$ cat src/hw/rtl/ddwc_pkg.sv
`timescale 1ns / 1ps
package ddwc_pkg;

	localparam int CORDIC_STEPS = 30;
	localparam logic signed [33:0] CORDIC_GAIN = 34'sd652032874;
	localparam logic signed [33:0] PI_Q30 = 34'sd3373259426;
	localparam logic signed [33:0] HALF_PI_Q30 = 34'sd1686629713;

	localparam logic [2:0] CFG_MODE = 3'd0;
	localparam logic [2:0] CFG_OFFSET = 3'd1;
	localparam logic [2:0] CFG_BASE = 3'd2;
	localparam logic [2:0] CFG_RADIUS = 3'd3;
	localparam logic [2:0] CFG_PERIOD = 3'd4;

	localparam logic [1:0] MODE_FBL = 2'd0;
	localparam logic [1:0] MODE_DIRECT = 2'd1;
	localparam logic [1:0] MODE_INTEG = 2'd2;

	typedef logic signed [63:0] div_num_t;
	typedef logic signed [64:0] div_quo_t;

	function automatic logic [31:0] atan_q30(input logic [4:0] i);
		case (i)
			5'd0: return 32'h3243F6A8;
			5'd1: return 32'h1DAC6705;
			5'd2: return 32'h0FADBAFC;
			5'd3: return 32'h07F56EA6;
			5'd4: return 32'h03FEAB76;
			5'd5: return 32'h01FFD55B;
			5'd6: return 32'h00FFFAAA;
			5'd7: return 32'h007FFF55;
			5'd8: return 32'h003FFFEA;
			5'd9: return 32'h001FFFFD;
			5'd10: return 32'h000FFFFF;
			5'd11: return 32'h0007FFFF;
			5'd12: return 32'h0003FFFF;
			5'd13: return 32'h0001FFFF;
			5'd14: return 32'h0000FFFF;
			5'd15: return 32'h00007FFF;
			5'd16: return 32'h00003FFF;
			5'd17: return 32'h00001FFF;
			5'd18: return 32'h00000FFF;
			5'd19: return 32'h000007FF;
			5'd20: return 32'h000003FF;
			5'd21: return 32'h000001FF;
			5'd22: return 32'h000000FF;
			5'd23: return 32'h0000007F;
			5'd24: return 32'h0000003F;
			5'd25: return 32'h0000001F;
			5'd26: return 32'h0000000F;
			5'd27: return 32'h00000008;
			5'd28: return 32'h00000004;
			5'd29: return 32'h00000002;
			default: return 32'h0;
		endcase
	endfunction

endpackage

$ cat src/hw/rtl/ddwc_div.sv
`timescale 1ns / 1ps
module ddwc_div (
	input  logic              clk,
	input  logic              arst_n,
	input  logic              start,
	input  ddwc_pkg::div_num_t num,
	input  logic [30:0]       den,
	output logic              done,
	output ddwc_pkg::div_quo_t quo
);
	import ddwc_pkg::*;

	logic        busy_q;
	logic        done_q;
	logic [5:0]  cnt_q;
	logic [30:0] rem_q;
	logic [30:0] den_q;
	logic [63:0] q_q;
	logic        neg_q;
	logic [31:0] trial;
	logic        ge;

	assign trial = {rem_q, q_q[63]};
	assign ge = trial >= {1'b0, den_q};

	always_ff @(posedge clk or negedge arst_n) begin
		if (!arst_n) begin
			busy_q <= 1'b0;
			done_q <= 1'b0;
			cnt_q <= '0;
		end else begin
			done_q <= 1'b0;
			if (start) begin
				busy_q <= 1'b1;
				cnt_q <= '0;
			end else if (busy_q) begin
				cnt_q <= cnt_q + 6'd1;
				if (cnt_q == 6'd63) begin
					busy_q <= 1'b0;
					done_q <= 1'b1;
				end
			end
		end
	end

	always_ff @(posedge clk) begin
		if (start) begin
			neg_q <= num[63];
			q_q <= num[63] ? (~num + 64'd1) : num;
			den_q <= (den == '0) ? 31'd1 : den;
			rem_q <= '0;
		end else if (busy_q) begin
			rem_q <= ge ? 31'(trial - {1'b0, den_q}) : trial[30:0];
			q_q <= {q_q[62:0], ge};
		end
	end

	assign done = done_q;
	assign quo = neg_q ? -$signed({1'b0, q_q}) : $signed({1'b0, q_q});

endmodule

$ cat config.mk
export PLATFORM = sky130hd
export DESIGN_NAME = ddwc_div
export DESIGN_NICKNAME = d
export VERILOG_FILES = /design/src/hw/rtl/ddwc_pkg.sv /design/src/hw/rtl/ddwc_div.sv
export SDC_FILE = /design/constraint.sdc
export NUM_CORES = 1
export LEC_CHECK = 0
export BUFFER_PORTS_ARGS = -buffer_cell sky130_fd_sc_hd__buf_2
export CORE_MARGIN = 2
export CORE_UTILIZATION = 63
export DETAILED_ROUTE_END_ITERATION = 16
export PLACE_DENSITY = 0.92
export SLEW_MARGIN = 0
export SYNTH_ARGS = -nofsm -noshare
export SYNTH_HDL_FRONTEND = slang
export SYNTH_SLANG_ARGS = --single-unit
$ cat constraint.sdc
create_clock -name clk -period 9.46 [get_ports clk]
set_input_delay 1.892 -clock clk [delete_from_list [all_inputs] [get_ports clk]]
set_output_delay 1.892 -clock clk [all_outputs]
set_load 0.01 [all_outputs]
==> metrics.md, run 1 <==
| Metric | Value |
|---|---|
| Status | `finished clean` |
| Buffers plus inverters on the worst setup path | `1` |
| Worst R2R Path Depth | `11` |
| Mapped Area | `0.0100 mm^2` |
| DIE AREA | `0.0169 mm^2` |
| Synth Net Count | `1,296` |
| Routability cong. | `0.930` |
| Tot GR Track Use | `30.4%` |
| Boundary Pins | `164` |
| Post-synth cell types | `68` |
| Sw Share | `37.9%` |
| CTS tree | `yes` |
| Startpoint Class | `register` |
| PortBufs | `163` |
| Initial DRC Count | `1,049` |
| Leak pwr | `4.53 nW` |
| Grt total ovfl | `0` |
| Post-synth EDFFs | `96` |
| Post-synthesis register bit count | `135` |
| Core outline area | `0.0157 mm^2` |
| Worst Path Arrival | `4.16 ns` |
| Power share of the combinational group | `40.4%` |
| First-pass GRT wire length | `40,900 um` |
| Largest net degree at the start of global routing | `102` |
| Critical path origin | `q_q[5]$_DFFE_PP_` |
| Required time of the critical path | `7.57 ns` |
| Pwr per Cell Area | `221 mW/mm^2` |
| Hold Vio Cnt, Final | `0` |
| Vias in the first global route | `8,516` |
| Syn avg cell area | `8.62 um^2` |
| HPWL after detailed placement | `18,600 um` |
| Critical path depth | `9` |
| Remaining DRCs | `0` |
| Crit path time final | `6.05 ns` |
| # rows | `46` |
| Hold Path Class | `reg2reg` |
| CP Capture Point | `quo[57]` |
| R2r endpoint | `rem_q[20]$_SDFFE_PP0P_` |
| Layout Skew | `0.00754 ns` |
| Post-Synthesis Cells | `1,163` |
| Post_cts resized | `0` |
| CTS buffer count | `17` |
| Slew @ Worst Pin | `0.981 ns` |
| Max-cap violation count | `0` |
| Period Utilization, post-route | `63.9%` |
| Relative slew slack | `34.6%` |
| Initial Util | `63.8%` |
| Clk pwr share | `25.8%` |
| Die width | `130 um` |
| Critical-path maximum fanout | `6` |
| Clk root buf | `clkbuf_16` |
| Leading post-synthesis cells by cell area | `edfxtp_1 (29%), xnor2_1 (6.6%), dfxtp_1 (6.2%), xor2_1 (5.9%), nor2_1 (4.8%)` |
| Layout area overhead | `14.4%` |
| P_sw | `0.000962 W` |
| Synth async-reset ratio | `5.93%` |
| CP Capture Type | `primary output` |
| CP Cell Sequence | `nor4_1 -> nand4_1 -> nor4_1 -> nand3_1 -> nand2b_1 -> nand2b_1 -> o31ai_1 -> xnor2_1 -> buf_2` |
| H-tree level count | `4` |
| Endpoints failing setup | `0` |
| Ys flop type | `edfxtp_1` |
| Part of the Yosys area used for sequential elements | `37.0%` |
| Max stage delay cell, worst path | `nor4_1` |
| Fmax | `165 MHz` |
| Fin nets | `1,408` |
| Post-CTS setup buffers | `0` |
| Worst-path clk slew | `0.06 ns` |
| Pint | `0.00157 W` |
| Reg power frac | `33.8%` |
| Max stage delay on crit path | `0.77 ns` |
| Post-layout util | `73.0%` |
| Clock Latency Late Sink | `0.42 ns` |
| Die height | `130 um` |
| Ratio of cells with drive above 1 in the final layout | `18.5%` |
| VDD IR max | `0.000128 V` |
| Vias per cell | `6.20` |
| WL per Instance | `17.2 um` |
| Delay-heaviest family, CP | `simple AND/OR/NAND/NOR gates` |
| Antenna-violating nets left | `0` |
| R2R Setup Slk | `5.33 ns` |
| Post-Route WL | `25,900 um` |
| Pre-antenna DRT Iters | `6` |
| Initial antenna violation count | `0` |
| Sum Neg Setup Slack | `0 ns` |
| Critical path class | `reg2out` |
| Share of the synthesized area in the top cell type | `28.8%` |
| Worst R2R Start | `q_q[63]$_DFFE_PP_` |
| # hold bufs at CTS | `0` |
| Synth warn | `0` |
| Clock buffer depth | `2` |
| Post-synth top area cell | `edfxtp_1` |
| RSZ-0062 raised after global routing | `no` |
| Final Max Slew Viols | `0` |
| Via count | `9,332` |
| CTS sink count | `135` |
## worst min path at each step
stage	depth (start not counted)	endpoint	slack, ns	from
2_1_floorplan	2	rem_q[1]$_SDFFE_PP0P_	0.46	rem_q[1]$_SDFFE_PP0P_
3_3_place_gp	2	rem_q[24]$_SDFFE_PP0P_	0.48	rem_q[24]$_SDFFE_PP0P_
3_5_place_dp	2	rem_q[16]$_SDFFE_PP0P_	0.49	rem_q[15]$_SDFFE_PP0P_
4_1_cts	2	rem_q[16]$_SDFFE_PP0P_	0.50	rem_q[15]$_SDFFE_PP0P_
5_1_grt	2	rem_q[16]$_SDFFE_PP0P_	0.51	rem_q[15]$_SDFFE_PP0P_
6_report	2	rem_q[16]$_SDFFE_PP0P_	0.49	rem_q[15]$_SDFFE_PP0P_
## logic make-up after synthesis
group / after synthesis / synth area share (%)
flops: 135 / 37.0
fa+ha+maj: 35 / 4.44
simple gates: 414 / 20.5
buf+inv: 127 / 4.79
mux: 12 / 1.34
xor+xnor: 144 / 12.6
compound gates: 296 / 19.3
## synth_stat cells (all sizes together) (5+ instances only)
cell type / n
o211ai: 7
or3: 30
a311oi: 22
nand2b: 18
nor2b: 9
o41ai: 20
or4: 16
o31ai: 38
edfxtp: 96
a21oi: 95
nor4: 25
xor2: 68
nand4: 11
a2111oi: 5
nand4b: 7
nor2: 127
inv: 49
a21o: 8
or2: 13
ha: 34
nor3: 16
o21bai: 6
and2: 5
nand3: 18
dfxtp: 31
clkbuf: 77
mux2: 8
nand2: 111
o21ai: 64
xnor2: 76
dfrtp: 8
## layout by cell type, fill, tap and decap left out, types with 12 or more instances in the layout
cell type,instances
a21oi_1,95
a311oi_1,22
buf_2,162
clkbuf_16,17
dfxtp_1,31
edfxtp_1,96
ha_1,34
inv_1,48
nand2_1,111
nand2b_1,18
nand3_1,18
nor2_1,126
nor3_1,16
nor4_1,22
o21ai_0,64
o31ai_1,38
o41ai_1,17
or3_1,28
or4_1,12
xnor2_1,76
xor2_1,68
## through the flow
step	cells	total power (W)	instance area, um^2	worst slack (ns)	hold slack (ns)
3_3_place_gp	1472	0.00182	10900	4.29	0.481
6_report	1506	0.00254	11500	3.41	0.493
4_1_cts	1504	0.00252	11500	3.49	0.496
5_1_grt	1504	0.00268	11500	3.01	0.514
2_1_floorplan	1163	0.00157	10000	4.81	0.464
3_5_place_dp	1472	0.00186	10900	4.13	0.487
## sequential cells by signal, summed over array words and instances (netlist names)
| signal | count |
|---|---|
| q_q | 64 |
| den_q | 31 |
| rem_q | 31 |
| cnt_q | 6 |
| busy_q | 1 |
| done | 1 |
| neg_q | 1 |
## power by group through the flow
stage / Sequential, W / Clock, W / Combinational (W)
2_1_floorplan: 0.000833 / 0 / 0.000741
3_3_place_gp: 0.000856 / 0 / 0.000964
3_5_place_dp: 0.000862 / 0 / 0.000994
4_1_cts: 0.000852 / 0.000661 / 0.00101
5_1_grt: 0.000870 / 0.000683 / 0.00113
6_report: 0.000857 / 0.000655 / 0.00102
## area by class of cell
class / count / area (um^2)
multi-input cells: 901 / 5840
fillers: 1102 / 4250
flip-flops and latches: 135 / 3700
repair buffers: 171 / 882
clock buffers: 24 / 482
well taps: 216 / 270
inverters: 49 / 184
clock inverters: 8 / 97.6
diodes: 2 / 5.00
## metal layers
| metal | share of wire, % | vias to the layer above | wire length [um] | global-route usage, % |
|---|---|---|---|---|
| li1 | - | 4450 | - | - |
| met1 | 41 | 4368 | 10700 | 41.0 |
| met2 | 48 | 470 | 12400 | 49.6 |
| met3 | 8.8 | 44 | 2280 | 5.45 |
| met4 | 1.9 | 0 | 499 | 10.6 |
| met5 | 0 | - | 0 | 0 |
## worst min-delay path, stage by stage (launching register included)
cell and delay [ns]:
dfxtp_1 0.32, nand2_1 0.06, a311oi_1 0.07
Note: power is estimated with default switching activity, not from simulation.
==> inputs of run 2 (changes only) <==
--- a/config.mk
+++ b/config.mk
@@ -7,9 +7,9 @@
 export LEC_CHECK = 0
 export BUFFER_PORTS_ARGS = -buffer_cell sky130_fd_sc_hd__buf_2
 export CORE_MARGIN = 2
-export CORE_UTILIZATION = 63
+export CORE_UTILIZATION = 52
 export DETAILED_ROUTE_END_ITERATION = 16
-export PLACE_DENSITY = 0.92
+export PLACE_DENSITY = 0.81
 export SLEW_MARGIN = 0
 export SYNTH_ARGS = -nofsm -noshare
 export SYNTH_HDL_FRONTEND = slang
==> constraint.sdc (replaced) <==
create_clock -name clk -period 5.1 [get_ports clk]
set_input_delay 1.02 -clock clk [delete_from_list [all_inputs] [get_ports clk]]
set_output_delay 1.02 -clock clk [all_outputs]
set_load 0.01 [all_outputs]
==> metrics.md, run 2 (synthesis results as in run 1) <==
| Metric | Value |
|---|---|
| Grt total ovfl | `0 (unchanged)` |
| Tot GR Track Use | `25.9% (-4.5 points)` |
| Largest Register | `q_q` |
| Flip-flop count of the largest register after layout | `64 (unchanged)` |
| VDD IR max | `0.000252 V (+98%)` |
| CTS sink count | `135 (unchanged)` |
| Antenna-violating nets left | `0 (unchanged)` |
| Fin nets | `1,411 (+0.21%)` |
| Endpoints failing setup | `0 (unchanged)` |
| H-tree level count | `4 (unchanged)` |
| Hold Path Class | `in2async` |
| Commonest non-fill, non-tap cell in the layout | `buf_2` |
| Final Max Slew Viols | `0 (unchanged)` |
| Layout Skew | `0.0121 ns (+0.00453 ns)` |
| Sum Neg Setup Slack | `0 ns (unchanged)` |
| Crit path time final | `4.76 ns` |
| Period Utilization, post-route | `93.4%` |
| Clock buffer depth | `2 (unchanged)` |
| Boundary Pins | `164 (unchanged)` |
| RSZ-0062 raised after global routing | `no` |
| First-pass GRT wire length | `42,300 um (+3.3%)` |
| CTS tree | `yes` |
| Pre-CTS setup slack | `0.774 ns (-3.35 ns)` |
| Startpoint Class | `register` |
| Clk root buf | `clkbuf_16` |
| PortBufs | `163 (unchanged)` |
| CP Cell Sequence | `or4_1 -> or4_1 -> or2_2 -> nor4_1 -> nand3_1 -> o41ai_1 -> xnor2_1 -> buf_2` |
| Die height | `143 um (+9.8%)` |
| Pre-antenna DRT Iters | `5 (-1)` |
| Max stage delay cell, worst path | `or4_1` |
| Vias in the first global route | `8,466 (-0.59%)` |
| Largest net degree at the start of global routing | `82 (-20%)` |
| Critical-path maximum fanout | `5 (-1)` |
| Remaining DRCs | `0 (unchanged)` |
| Worst Path Arrival | `3.74 ns (-0.42 ns)` |
| WL per Instance | `16.8 um (-2.7%)` |
| Initial antenna violation count | `1 (+1)` |
| Vias per cell | `5.93 (-4.3%)` |
| Worst-path clk slew | `0.06 ns (about the same)` |
| Total power | `0.00489 W (+93%)` |
| Critical path class | `reg2out` |
| CP Capture Type | `primary output` |
| Worst R2R Path Depth | `12 (+1)` |
| Core outline area | `0.0188 mm^2 (+20%)` |
| Status | `finished clean` |
| Most frequent CP cell | `or4_1` |
| Initial DRC Count | `808 (-23%)` |
| Clock Latency Late Sink | `0.43 ns (about the same)` |
| Post-Route WL | `26,000 um (+0.29%)` |
| DIE AREA | `0.0204 mm^2 (+20%)` |
| HPWL after detailed placement | `18,900 um (+1.5%)` |
| Critical path depth | `8 (-1)` |
| CTS buffer count | `17 (unchanged)` |
| # rows | `50 (+8.7%)` |
| Max stage delay on crit path | `0.60 ns (-0.17 ns)` |
| Slew @ Worst Pin | `1.17 ns (+0.188 ns)` |
| Routability cong. | `0.894 (-3.9%)` |
| Ratio of cells with drive above 1 in the final layout | `19.1% (+0.58 points)` |
| Top Registers | `q_q: 64 flops, den_q: 31 flops, rem_q: 31 flops` |
| Hold Vio Cnt, Final | `0 (unchanged)` |
| Pwr per Cell Area | `420 mW/mm^2 (+90%)` |
| Via count | `9,208 (-1.3%)` |
| Buffers plus inverters on the worst setup path | `1 (unchanged)` |
| Layout area overhead | `16.3%` |
| Initial Util | `53.2% (-11 points)` |
| Relative slew slack | `22.1% (-13 points)` |
| Fmax | `210 MHz` |
| Final setup margin | `0.336 ns (-3.08 ns)` |
| Die width | `143 um (+9.8%)` |
| Max-cap violation count | `0 (unchanged)` |
| Required time of the critical path | `4.08 ns (-3.49 ns)` |
| Leak pwr | `4.59 nW (+1.5%)` |
| Most frequent cells in the layout | `buf_2 (162), nor2_1 (126), nand2_1 (111), edfxtp_1 (96), a21oi_1 (95)` |
| Delay-heaviest family, CP | `simple AND/OR/NAND/NOR gates` |
run 2: cell count changes in the layout (fill, tap and decap cells not counted):
cell	previous run	this run
clkbuf_1	4	0
buf_4	8	11
bufinv_16	2	4
clkbuf_16	17	19
clkinv_2	3	1
clkbuf_8	3	4
diode_2	2	1
inv_6	0	1
nor4_1	22	21
nor4_2	2	3
run 2: final timing paths:
path	slack, ns	endpoint	start
max	0.34	quo[58]	q_q[24]$_DFFE_PP_
min	0.45	done$_DFF_PN0_	arst_n
max reg2reg	1.10	rem_q[6]$_SDFFE_PP0P_	q_q[63]$_DFFE_PP_
min reg2reg	0.50	rem_q[14]$_SDFFE_PP0P_	rem_q[14]$_SDFFE_PP0P_
max in group asynchronous	4.45	busy_q$_DFF_PN0_	arst_n
min in group clk	0.50	rem_q[14]$_SDFFE_PP0P_	rem_q[14]$_SDFFE_PP0P_
run 2: timing repair:
action / 4_1_cts / 5_1_grt
endpoints found under the hold margin: 0 / 0
hold buffers: 0 / 0
buffers inserted: 0 / 0
setup endpoints to repair: 0 / 2
gates resized for setup: 0 / 1
run 2: through the flow:
step           std cells  cell area, um^2  hold slack (ns)  util (%)
2_1_floorplan       1163            10000            0.464         -
3_3_place_gp        1519            11000            0.481      58.2
3_5_place_dp        1519            11000            0.487      58.2
4_1_cts             1551            11600            0.433      61.8
5_1_grt             1552            11700            0.432      61.9
6_report            1552            11700            0.447      61.9
run 2: cell type report:
type,count,area [um^2]
timing repair buffer,174,905
inverter,49,184
tap,260,325
multi-input combinational,901,5850
fill,1598,7180
clock inverter,9,156
clock buffer,23,531
antenna,1,2.50
sequential,135,3700
run 2: per-layer routing:
layer / share of wire (%) / vias up / wire [um] / global-route usage (%)
li1: - / 4468 / - / -
met1: 45 / 4300 / 11700 / 36.6
met2: 46 / 392 / 11900 / 39.7
met3: 7.4 / 48 / 1920 / 4.69
met4: 2.0 / 0 / 531 / 9.64
met5: 0 / - / 0 / 0
run 2: where the power goes:
part / leakage (nW) / switching [W] / internal [W]
sequential: 1.32 / 0.000193 / 0.00139
combinational: 2.94 / 0.00111 / 0.000782
clock: 0.328 / 0.000488 / 0.000931
